`src/hw/rtl/kit_mapping_text_parser_unit_macros.svh`:
```
// Assertion macros used by the result queue of the kit mapping text parser.
`ifndef KIT_MAPPING_TEXT_PARSER_UNIT_MACROS_SVH
`define KIT_MAPPING_TEXT_PARSER_UNIT_MACROS_SVH

// Same-cycle implication.
`define KMTP_ASSERT_NOW(label, clk, rst, ante, cons) \
   label: assert property (@(posedge clk) disable iff (rst) (ante) |-> (cons)) \
      else $error("kmtp: same-cycle check failed");

// Next-cycle implication.
`define KMTP_ASSERT_NEXT(label, clk, rst, ante, cons) \
   label: assert property (@(posedge clk) disable iff (rst) (ante) |=> (cons)) \
      else $error("kmtp: next-cycle check failed");

`endif

```
`src/hw/rtl/kmtp_pkg.sv`:
```
// Shared types and constants of the kit mapping text parser.
package kmtp_pkg;

   localparam int PAD_COUNT = 11;
   localparam logic [3:0] PAD_NONE = 4'd15;
   localparam int Q_DEPTH = 4;

   typedef enum logic [1:0] {
      CMD_RESTART   = 2'd0,
      CMD_FEED      = 2'd1,
      CMD_READ_NAME = 2'd2,
      CMD_READ_FILE = 2'd3
   } cmd_type;

   typedef enum logic [2:0] {
      LS_NEWLINE = 3'd0,
      LS_COMMENT = 3'd1,
      LS_KITNAME = 3'd2,
      LS_MAPPING = 3'd3,
      LS_INVALID = 3'd4
   } line_state_type;

   typedef struct packed {
      logic [7:0]     read_char;
      line_state_type parse_state;
      logic           kit_found;
      logic [7:0]     kits_seen;
   } rsp_entry_type;

   typedef struct packed {
      logic          valid;
      rsp_entry_type entry;
   } q_push_type;

endpackage

```
`src/hw/rtl/kmtp_ram.sv`:
```
// Generic single-write, single-read RAM with registered read data.
module kmtp_ram #(
   parameter int WIDTH = 8,
   parameter int DEPTH = 16
) (
   input  logic                     clock,
   input  logic                     we,
   input  logic [$clog2(DEPTH)-1:0] waddr,
   input  logic [WIDTH-1:0]         wdata,
   input  logic [$clog2(DEPTH)-1:0] raddr,
   output logic [WIDTH-1:0]         rdata
);

   logic [WIDTH-1:0] mem_ff [DEPTH];
   logic [WIDTH-1:0] rdata_ff;

   always_ff @(posedge clock) begin
      if (we) begin
         mem_ff[waddr] <= wdata;
      end
      rdata_ff <= mem_ff[raddr];
   end

   assign rdata = rdata_ff;

endmodule

```
`src/hw/rtl/kmtp_front.sv`:
```
// Front end: line parser, name and filename stores, read issue stage.
module kmtp_front
   import kmtp_pkg::*;
#(
   parameter int KIT_NAME_LEN  = 16,
   parameter int FILE_NAME_LEN = 16
) (
   input  logic       clock,
   input  logic       reset,
   input  logic       csr_we,
   input  logic [6:0] csr_wdata,
   input  logic       in_fire,
   input  cmd_type    cmd,
   input  logic [7:0] byte_value,
   input  logic [3:0] pad_select,
   input  logic [3:0] char_pos,
   output q_push_type q_push
);

   localparam int LW     = $clog2(KIT_NAME_LEN + 1);
   localparam int NAW    = $clog2(KIT_NAME_LEN);
   localparam int FLW    = $clog2(FILE_NAME_LEN + 1);
   localparam int FDEPTH = PAD_COUNT * FILE_NAME_LEN;
   localparam int FAW    = $clog2(FDEPTH);

   localparam logic [7:0] CH_LF    = 8'h0A;
   localparam logic [7:0] CH_CR    = 8'h0D;
   localparam logic [7:0] CH_TAB   = 8'h09;
   localparam logic [7:0] CH_HASH  = 8'h23;
   localparam logic [7:0] CH_COLON = 8'h3A;
   localparam logic [7:0] CH_DOT   = 8'h2E;
   localparam logic [7:0] CH_COMMA = 8'h2C;
   localparam logic [7:0] NOT_SET  = 8'hFF;

   localparam logic [7:0] KEY_FIRST [PAD_COUNT] =
      '{"H", "S", "B", "T", "C", "T", "T", "S", "R", "X", "X"};
   localparam logic [7:0] KEY_SECOND [PAD_COUNT] =
      '{"H", "N", "S", "1", "R", "2", "3", "P", "D", "0", "1"};

   function automatic logic is_alnum(input logic [7:0] c);
      return (c >= "A" && c <= "Z") || (c >= "a" && c <= "z") || (c >= "0" && c <= "9");
   endfunction

   function automatic logic is_eol(input logic [7:0] c);
      return c == CH_LF || c == CH_CR;
   endfunction

   function automatic logic [3:0] pad_lookup(input logic [7:0] a, input logic [7:0] b);
      logic [3:0] hit;
      hit = PAD_NONE;
      for (int k = PAD_COUNT - 1; k >= 0; k--) begin
         if (a == KEY_FIRST[k] && b == KEY_SECOND[k]) begin
            hit = 4'(k);
         end
      end
      return hit;
   endfunction

   // parser state
   logic [6:0]     kit_select_ff;
   line_state_type line_state_ff, line_state_in;
   logic [7:0]     kit_counter_ff, kit_counter_in;
   logic [LW-1:0]  name_length_ff, name_length_in;
   logic [7:0]     field_position_ff, field_position_in;
   logic [7:0]     first_key_ff, first_key_in;
   logic [3:0]     current_pad_ff, current_pad_in;
   logic [FLW-1:0] file_len_ff [PAD_COUNT];

   // store writes
   logic           name_we;
   logic [NAW-1:0] name_waddr;
   logic           file_we;
   logic [FAW-1:0] file_waddr;
   logic           len_we;
   logic [3:0]     len_pad;
   logic [FLW-1:0] len_val;

   // read issue
   logic [NAW-1:0] name_raddr;
   logic [FAW-1:0] file_raddr;
   logic [3:0]     pad_idx;
   logic           rd_ok;
   logic [7:0]     name_rdata;
   logic [7:0]     file_rdata;

   // stage two
   logic           s2_valid_ff;
   logic           s2_is_name_ff;
   logic           s2_rd_ok_ff;
   line_state_type s2_state_ff;
   logic [7:0]     s2_kits_ff;
   logic           s2_found_ff;

   logic       feed;
   logic       is_sel_kit;
   logic       kit_match;
   logic       map_char_ok;
   logic [7:0] file_idx;
   logic [3:0] key_pad;

   assign feed        = in_fire && cmd == CMD_FEED;
   assign is_sel_kit  = kit_counter_ff != 8'd0 && kit_counter_ff != 8'd255 &&
                        (kit_counter_ff - 8'd1) == {1'b0, kit_select_ff};
   assign kit_match   = kit_counter_ff != 8'd255 && kit_counter_ff == {1'b0, kit_select_ff};
   assign map_char_ok = is_alnum(byte_value) || byte_value == CH_DOT ||
                        byte_value == CH_COMMA || byte_value == CH_COLON;
   assign file_idx    = field_position_ff - 8'd3;
   assign key_pad     = pad_lookup(first_key_ff, byte_value);

   // next state
   always_comb begin
      line_state_in     = line_state_ff;
      kit_counter_in    = kit_counter_ff;
      name_length_in    = name_length_ff;
      field_position_in = field_position_ff;
      first_key_in      = first_key_ff;
      current_pad_in    = current_pad_ff;
      if (in_fire) begin
         unique case (cmd)
            CMD_RESTART: begin
               line_state_in     = LS_NEWLINE;
               kit_counter_in    = 8'd0;
               field_position_in = 8'd0;
               first_key_in      = NOT_SET;
               current_pad_in    = PAD_NONE;
            end
            CMD_FEED: begin
               unique case (line_state_ff) inside
                  LS_INVALID, LS_COMMENT: begin
                     if (is_eol(byte_value)) begin
                        line_state_in = LS_NEWLINE;
                     end
                  end
                  LS_NEWLINE: begin
                     if (is_alnum(byte_value)) begin
                        if (kit_counter_ff != 8'd255) begin
                           kit_counter_in = kit_counter_ff + 8'd1;
                        end
                        if (kit_match) begin
                           name_length_in = LW'(1);
                           line_state_in  = LS_KITNAME;
                        end else begin
                           line_state_in = LS_COMMENT;
                        end
                     end else if (byte_value == CH_TAB) begin
                        if (is_sel_kit) begin
                           line_state_in     = LS_MAPPING;
                           field_position_in = 8'd0;
                           first_key_in      = NOT_SET;
                           current_pad_in    = PAD_NONE;
                        end else begin
                           line_state_in = LS_COMMENT;
                        end
                     end else if (byte_value == CH_HASH) begin
                        line_state_in = LS_COMMENT;
                     end else if (!is_eol(byte_value)) begin
                        line_state_in = LS_INVALID;
                     end
                  end
                  LS_KITNAME: begin
                     if (is_alnum(byte_value)) begin
                        if (name_length_ff < LW'(KIT_NAME_LEN)) begin
                           name_length_in = name_length_ff + LW'(1);
                        end
                     end else if (is_eol(byte_value)) begin
                        line_state_in = LS_NEWLINE;
                     end else begin
                        line_state_in = LS_INVALID;
                     end
                  end
                  LS_MAPPING: begin
                     if (is_eol(byte_value)) begin
                        line_state_in = LS_NEWLINE;
                     end else begin
                        if (!map_char_ok) begin
                           line_state_in = LS_INVALID;
                        end else if (field_position_ff == 8'd0) begin
                           first_key_in = byte_value;
                        end else if (field_position_ff == 8'd1) begin
                           current_pad_in = key_pad;
                           if (key_pad == PAD_NONE) begin
                              line_state_in = LS_INVALID;
                           end
                        end else if (field_position_ff == 8'd2) begin
                           if (!(byte_value == CH_COLON && current_pad_ff < 4'(PAD_COUNT))) begin
                              line_state_in = LS_INVALID;
                           end
                        end else if (byte_value == CH_COLON) begin
                           line_state_in = LS_INVALID;
                        end
                        if (field_position_ff != 8'd255) begin
                           field_position_in = field_position_ff + 8'd1;
                        end
                     end
                  end
                  default: begin
                     line_state_in = LS_INVALID;
                  end
               endcase
            end
            CMD_READ_NAME, CMD_READ_FILE: begin
            end
         endcase
      end
   end

   // store writes
   always_comb begin
      name_we    = 1'b0;
      name_waddr = NAW'(name_length_ff);
      file_we    = 1'b0;
      file_waddr = FAW'(int'(current_pad_ff) * FILE_NAME_LEN + int'(file_idx));
      len_we     = 1'b0;
      len_pad    = current_pad_ff;
      len_val    = '0;
      if (feed) begin
         unique case (line_state_ff) inside
            LS_NEWLINE: begin
               if (is_alnum(byte_value) && kit_match) begin
                  name_we    = 1'b1;
                  name_waddr = '0;
               end
            end
            LS_KITNAME: begin
               if (is_alnum(byte_value) && name_length_ff < LW'(KIT_NAME_LEN)) begin
                  name_we = 1'b1;
               end
            end
            LS_MAPPING: begin
               if (!is_eol(byte_value) && map_char_ok &&
                   current_pad_ff < 4'(PAD_COUNT)) begin
                  if (field_position_ff == 8'd2 && byte_value == CH_COLON) begin
                     len_we = 1'b1;
                  end else if (field_position_ff > 8'd2 && byte_value != CH_COLON &&
                               file_idx < 8'(FILE_NAME_LEN)) begin
                     file_we = 1'b1;
                     len_we  = 1'b1;
                     len_val = FLW'(file_idx) + FLW'(1);
                  end
               end
            end
            default: begin
            end
         endcase
      end
   end

   // read issue
   always_comb begin
      pad_idx    = (pad_select < 4'(PAD_COUNT)) ? pad_select : 4'd0;
      name_raddr = NAW'(char_pos);
      file_raddr = FAW'(int'(pad_idx) * FILE_NAME_LEN + int'(char_pos));
      if (cmd == CMD_READ_NAME) begin
         rd_ok = 8'(char_pos) < 8'(name_length_ff) && 8'(char_pos) < 8'(KIT_NAME_LEN);
      end else begin
         rd_ok = pad_select < 4'(PAD_COUNT) &&
                 8'(char_pos) < 8'(file_len_ff[pad_idx]) &&
                 8'(char_pos) < 8'(FILE_NAME_LEN);
      end
   end

   always_ff @(posedge clock) begin
      if (reset) begin
         kit_select_ff     <= '0;
         line_state_ff     <= LS_NEWLINE;
         kit_counter_ff    <= '0;
         name_length_ff    <= '0;
         field_position_ff <= '0;
         first_key_ff      <= NOT_SET;
         current_pad_ff    <= PAD_NONE;
         s2_valid_ff       <= 1'b0;
         for (int p = 0; p < PAD_COUNT; p++) begin
            file_len_ff[p] <= '0;
         end
      end else begin
         if (csr_we) begin
            kit_select_ff <= csr_wdata;
         end
         line_state_ff     <= line_state_in;
         kit_counter_ff    <= kit_counter_in;
         name_length_ff    <= name_length_in;
         field_position_ff <= field_position_in;
         first_key_ff      <= first_key_in;
         current_pad_ff    <= current_pad_in;
         s2_valid_ff       <= in_fire;
         if (len_we) begin
            file_len_ff[len_pad] <= len_val;
         end
      end
   end

   always_ff @(posedge clock) begin
      if (in_fire) begin
         s2_is_name_ff <= cmd == CMD_READ_NAME;
         s2_rd_ok_ff   <= (cmd == CMD_READ_NAME || cmd == CMD_READ_FILE) && rd_ok;
         s2_state_ff   <= line_state_in;
         s2_kits_ff    <= kit_counter_in;
         s2_found_ff   <= kit_counter_in > {1'b0, kit_select_ff};
      end
   end

   kmtp_ram #(
      .WIDTH (8),
      .DEPTH (KIT_NAME_LEN)
   ) u_name_ram (
      .clock (clock),
      .we    (name_we),
      .waddr (name_waddr),
      .wdata (byte_value),
      .raddr (name_raddr),
      .rdata (name_rdata)
   );

   kmtp_ram #(
      .WIDTH (8),
      .DEPTH (FDEPTH)
   ) u_file_ram (
      .clock (clock),
      .we    (file_we),
      .waddr (file_waddr),
      .wdata (byte_value),
      .raddr (file_raddr),
      .rdata (file_rdata)
   );

   always_comb begin
      q_push.valid             = s2_valid_ff;
      q_push.entry.read_char   = s2_rd_ok_ff ? (s2_is_name_ff ? name_rdata : file_rdata) : 8'd0;
      q_push.entry.parse_state = s2_state_ff;
      q_push.entry.kit_found   = s2_found_ff;
      q_push.entry.kits_seen   = s2_kits_ff;
   end

endmodule

```
`src/hw/rtl/kmtp_queue.sv`:
```
// Result queue between the front end and the result port, credit based.
`include "kit_mapping_text_parser_unit_macros.svh"

module kmtp_queue
   import kmtp_pkg::*;
(
   input  logic          clock,
   input  logic          reset,
   input  q_push_type    push,
   input  logic          pop,
   output logic          empty,
   output logic          full,
   output rsp_entry_type head
);

   localparam int PW = $clog2(Q_DEPTH);
   localparam int CW = $clog2(Q_DEPTH + 1);

   rsp_entry_type  slot_ff [Q_DEPTH];
   logic [PW-1:0]  wr_ptr_ff, wr_ptr_in;
   logic [PW-1:0]  rd_ptr_ff, rd_ptr_in;
   logic [CW-1:0]  count_ff, count_in;
   logic           pop_fire;

   assign empty    = count_ff == '0;
   assign pop_fire = pop && !empty;
   // the word in the front's second stage already holds a slot
   assign full     = (CW'(count_ff) + CW'(push.valid)) >= CW'(Q_DEPTH);
   assign head     = slot_ff[rd_ptr_ff];

   always_comb begin
      wr_ptr_in = push.valid ? wr_ptr_ff + PW'(1) : wr_ptr_ff;
      rd_ptr_in = pop_fire ? rd_ptr_ff + PW'(1) : rd_ptr_ff;
      count_in  = count_ff + CW'(push.valid) - CW'(pop_fire);
   end

   always_ff @(posedge clock) begin
      if (reset) begin
         wr_ptr_ff <= '0;
         rd_ptr_ff <= '0;
         count_ff  <= '0;
      end else begin
         wr_ptr_ff <= wr_ptr_in;
         rd_ptr_ff <= rd_ptr_in;
         count_ff  <= count_in;
      end
   end

   always_ff @(posedge clock) begin
      if (push.valid) begin
         slot_ff[wr_ptr_ff] <= push.entry;
      end
   end

   `KMTP_ASSERT_NOW(a_no_overflow, clock, reset, push.valid, count_ff < CW'(Q_DEPTH))
   `KMTP_ASSERT_NEXT(a_grow, clock, reset, push.valid && !pop_fire, count_ff == $past(count_ff) + CW'(1))
   `KMTP_ASSERT_NEXT(a_hold, clock, reset, !empty && !pop, !empty)

endmodule

```
`src/hw/rtl/kit_mapping_text_parser_unit.sv`:
```
// Top level of the kit mapping text parser.
// Usage notes:
//  - Request side is a queue write port: a word is taken when req_push is high
//    and req_full is low. req_command selects restart, feed one text byte,
//    read a kit name character or read a pad filename character.
//  - Response side is a queue read port: while rsp_empty is low the oldest
//    response sits on the rsp_ ports; rsp_pop takes it.
//  - Exactly one response word per request word, in request order.
//  - Path: a request is parsed and its store read issued into stage two; the
//    store read data then forms the result, which is written into the response
//    queue and shows on the rsp_ ports once it is the oldest entry.
//  - Throughput: one request per cycle while responses are popped; the four
//    entry response queue counts the word in flight, so req_full rises only
//    when the consumer stalls and the queue plus stage two would fill.
//  - csr_we/csr_wdata write kit_select; write it only while the block is idle.
//  - Synchronous active-high reset clears parser state, filename lengths, the
//    kit name length and the queue; the name and filename stores keep their
//    contents, which are never visible past a stored length.
module kit_mapping_text_parser_unit
   import kmtp_pkg::*;
#(
   parameter int KIT_NAME_LEN  = 16,
   parameter int FILE_NAME_LEN = 16
) (
   input  logic       clock,
   input  logic       reset,
   input  logic       csr_we,
   input  logic [6:0] csr_wdata,
   input  logic       req_push,
   output logic       req_full,
   input  logic [1:0] req_command,
   input  logic [7:0] req_byte_value,
   input  logic [3:0] req_pad_select,
   input  logic [3:0] req_char_pos,
   output logic       rsp_empty,
   input  logic       rsp_pop,
   output logic [7:0] rsp_read_char,
   output logic [2:0] rsp_parse_state,
   output logic       rsp_kit_found,
   output logic [7:0] rsp_kits_seen
);

   q_push_type    q_push;
   rsp_entry_type head;
   logic          in_fire;

   assign in_fire = req_push && !req_full;

   // front: parser and stores
   kmtp_front #(
      .KIT_NAME_LEN  (KIT_NAME_LEN),
      .FILE_NAME_LEN (FILE_NAME_LEN)
   ) u_front (
      .clock      (clock),
      .reset      (reset),
      .csr_we     (csr_we),
      .csr_wdata  (csr_wdata),
      .in_fire    (in_fire),
      .cmd        (cmd_type'(req_command)),
      .byte_value (req_byte_value),
      .pad_select (req_pad_select),
      .char_pos   (req_char_pos),
      .q_push     (q_push)
   );

   // back: response queue
   kmtp_queue u_queue (
      .clock (clock),
      .reset (reset),
      .push  (q_push),
      .pop   (rsp_pop),
      .empty (rsp_empty),
      .full  (req_full),
      .head  (head)
   );

   assign rsp_read_char   = head.read_char;
   assign rsp_parse_state = 3'(head.parse_state);
   assign rsp_kit_found   = head.kit_found;
   assign rsp_kits_seen   = head.kits_seen;

endmodule
```
`config.mk`:
```
export PLATFORM = sky130hd
export DESIGN_NAME = kit_mapping_text_parser_unit
export DESIGN_NICKNAME = d
export VERILOG_FILES = /design/src/hw/rtl/kmtp_pkg.sv /design/src/hw/rtl/kmtp_ram.sv /design/src/hw/rtl/kmtp_front.sv /design/src/hw/rtl/kmtp_queue.sv /design/src/hw/rtl/kit_mapping_text_parser_unit.sv
export VERILOG_INCLUDE_DIRS = /design/src /design/src/hw/rtl
export SDC_FILE = /design/constraint.sdc
export NUM_CORES = 2
export LEC_CHECK = 0
export ABC_CLOCK_PERIOD_IN_PS = 3900
export BUFFER_PORTS_ARGS = -buffer_cell sky130_fd_sc_hd__buf_2
export CAP_MARGIN = 20
export CORE_MARGIN = 2
export CORE_UTILIZATION = 30
export CTS_BUF_LIST = sky130_fd_sc_hd__clkbuf_4 sky130_fd_sc_hd__clkbuf_8
export DETAILED_ROUTE_END_ITERATION = 10
export GPL_TIMING_DRIVEN = 0
export PLACE_DENSITY = 0.5
export SYNTH_ARGS = -nofsm -noshare
export SYNTH_HDL_FRONTEND = slang
export SYNTH_SLANG_ARGS = --single-unit
```
`constraint.sdc`:
```
create_clock -name clock -period 3.9 [get_ports clock]
set_input_delay 0.195 -clock clock [delete_from_list [all_inputs] [get_ports clock]]
set_output_delay 0.195 -clock clock [all_outputs]
set_load 0.01 [all_outputs]
```
==> impl_metrics.toml <==
[outcome]
status = "finished clean"

[logic_synthesis]
synth_warnings = 0
synth_cells = 3434
yosysUniqueCellTypes = 80
netlist_area_sq_mm = 0.0700
ys.flop_type = "edfxtp_1"
synth_area_leaders = "edfxtp_1 73%, mux4_2 16%, dfxtp_1 2.1%, nor2_1 1.6%, clkbuf_1 0.63%"
synth_seq_area_share_pct = 74.7
ys_top_cells_by_count = "1691 x edfxtp_1, 504 x mux4_2, 300 x nor2_1"
yosysMostFrequentCell = "edfxtp_1"
synth-seq-cells = 1765
synth_edf_count = 1691
synth-async-reset-ratio_pct = 0
yosysTopAreaCellShare_pct = 72.6
syn_area_per_cell_sq_um = 20.4
synth_area_leader_cell = "edfxtp_1"

[clocking]
cts_tree = "done"
ctsLongestPathBuffers = 4
clk_latency_ns = 1.02
cts_root_buffer = "clkbuf_8"
cts_max_level = 5
cts_num_sinks = 1765
clk_pin_slew_worst_paths_ns = 0.06
cts_buffers = 313

[setup_path]
crit_type = "reg2reg"
r2r-end = "u_front.s2_found_ff"
worstPathMaxFanout = 12
reg2reg_slack_ns = 0.06
crit_path_end = "u_front.s2_found_ff"
critPathCaptureType = "flip-flop"
worstPathArrival_ns = 4.58
crit_required_ns = 4.63
rr_startpoint = "u_front.s2_valid_ff"
startpoint_type = "flip-flop"
crit_start = "u_front.s2_valid_ff"
reg2reg_depth = 17

[hold_path]
min_path_type = "in2reg"

[grt]
grt_pass1_wl_um = 272000
grt_pass1_vias = 36600
grt_overflow = 0
grt_use_total_pct = 15.9
grt_max_degree = 127
antenna_found_initial = 9

[sta]
fmax_ghz = 0.260
setup_slack_ns = 0.0557
setup_viol = 0
tns_ns = 0
hold_slack_ns = 0.123
fin_crit_ns = 3.84
hold_viol_final = 0
rsz0062_at_grt = "yes"
tightest_slew_ns = 1.08
final.period_utilization_pct = 98.6
clock_skew_ns = 0.110
slew-limit-headroom_pct = 27.5
maxSlewViolCount = 0

[die]
die_w_um = 487
die_h_um = 487
dieArea_sq_mm = 0.237
ios = 52
rows = 177
start_util_pct = 30.1
core_area_sq_mm = 0.232

[power_and_ir_drop]
peakVddDrop_v = 0.000394
powerDensity_mw_per_mm2 = 477
p_leak_nw = 25.9

[place]
io_buffers = 47
placedCellCount = 6559
place.gp.congestion = 0.817
dp_hpwl_um = 120000
pre_cts_ws_ns = -2.12

[route]
drc = 0
vias_per_cell = 5.02
first_iter_violations = 3682
wirelength_um = 193000
antenna_left = 0
wl_per_cell_um = 26.8
num_vias = 36100
dr.pass1.iters = 5

[layout]
drive_above_1_share_pct = 34.9
area_growth_pct = 19.7
fin_cells = 7194
utilization_pct = 36.0
finalNetCount = 4000

[flow_run]
cap_violations = 0
-- critical path, stage by stage, from the launching register on --
cell      delay (ns)
dfxtp_1         0.40
ha_1            0.24
ha_1            0.24
xnor2_4         0.27
nand2_2         0.14
or2_4           0.33
nor2_4          0.20
nand3_1         0.12
o21ai_2         0.18
ha_1            0.30
nor2b_1         0.13
o21a_1          0.16
o21a_1          0.16
o21ai_0         0.15
nand2b_1        0.07
a21oi_1         0.14
nor2_1          0.06
a211o_1         0.26
-- sequential cells by signal (all words and copies together), names as in the netlist, 5 cells and up, named ones only --
name	count
u_queue.slot_ff	80
u_front.u_file_ram.rdata	8
u_front.u_name_ram.mem_ff	128
u_front.kit_counter_ff	8
u_front.s2_kits_ff	8
u_front.name_length_ff	5
u_front.field_position_ff	8
u_front.first_key_ff	8
u_front.kit_select_ff	7
u_front.file_len_ff	66
u_front.u_name_ram.rdata	8
u_front.u_file_ram.mem_ff	1408
-- placed cells by master (no fill, tap or decap), types with 22 or more instances in the layout --
master / instances
buf_4: 24
nand2_1: 104
clkinv_1: 69
a21oi_1: 40
buf_2: 88
clkbuf_1: 83
nor2_2: 23
buf_12: 36
nand3_1: 34
mux4_2: 504
nor2_4: 171
mux2i_1: 38
o22ai_1: 37
dlygate4sd3_1: 37
ha_1: 33
inv_1: 39
clkbuf_4: 105
nor2_1: 106
buf_8: 22
buf_16: 22
o21ai_0: 35
clkbuf_8: 328
dfxtp_1: 74
edfxtp_1: 1691
clkinv_2: 30
-- cells by family (layout without fill, tap and decap cells) --
family	count (synthesis)	count (layout)	share of synthesized area (%)
flops	1765	1765	74.7
simple gates	632	632	4.28
mux	547	547	16.8
buf+inv	231	933	1.40
compound gates	187	187	1.72
xor+xnor	36	36	0.451
fa+ha+maj	35	35	0.636
other cells	1	16	0.00536
-- where the power goes --
group / total (mW) / switching, mW / leakage (nW) / internal, mW
Clock: 16.1 / 7.48 / 3.02 / 8.63
Sequential: 21.1 / 0.0991 / 15.9 / 21.0
Combinational: 2.76 / 1.65 / 7.01 / 1.11
-- per-stage QoR --
stage	power, mW	cell area [sq um]
after global routing	41.4	83700
after CTS	40.4	83000
after global placement	24.1	74100
after floorplan	22.9	70000
final	40.0	83700
after detailed placement	24.1	74600
-- routing by layer --
| layer | vias to the layer above | share of wire [%] | track usage, % |
|---|---|---|---|
| li1 | 15200 | - | - |
| met5 | - | 0.048 | 0.286 |
| met2 | 1227 | 47 | 24.9 |
| met3 | 302 | 5.9 | 2.64 |
| met4 | 2 | 2.3 | 4.39 |
| met1 | 19400 | 45 | 23.0 |
-- layout make-up --
type / instances / area (sq um)
flip-flops and latches: 1765 / 52300
fillers: 21400 / 149000
plain buffers: 191 / 990
inverters: 39 / 146
well taps: 3043 / 3810
multi-input cells: 1448 / 18400
repair buffers: 177 / 2460
clock inverters: 110 / 544
clock buffers: 416 / 5130
diodes: 5 / 12.5
-- how the worst min path moves through the flow --
| stage | start | end | cells after the start |
|---|---|---|---|
| after global placement | csr_wdata[6] | u_front.kit_select_ff[6] | 3 |
| after CTS | req_byte_value[2] | u_front.u_file_ram.mem_ff[36][2] | 4 |
| after global routing | req_byte_value[2] | u_front.u_file_ram.mem_ff[83][2] | 4 |
| after floorplan | req_byte_value[0] | u_front.u_file_ram.mem_ff[0][0] | 0 |
| after detailed placement | csr_wdata[4] | u_front.kit_select_ff[4] | 3 |
| final | req_pad_select[2] | u_front.s2_rd_ok_ff | 6 |
-- repair_timing --
action                                   CTS  global route
hold buffers                              48             0
endpoints found under the hold margin    923             0
gates resized for setup                  438            50
endpoints found under the setup margin  1557          1532
buffers inserted                          24            22
pin swaps                                 28            23
gates cloned                               0             4
Note: power is estimated with default switching activity, not from simulation.
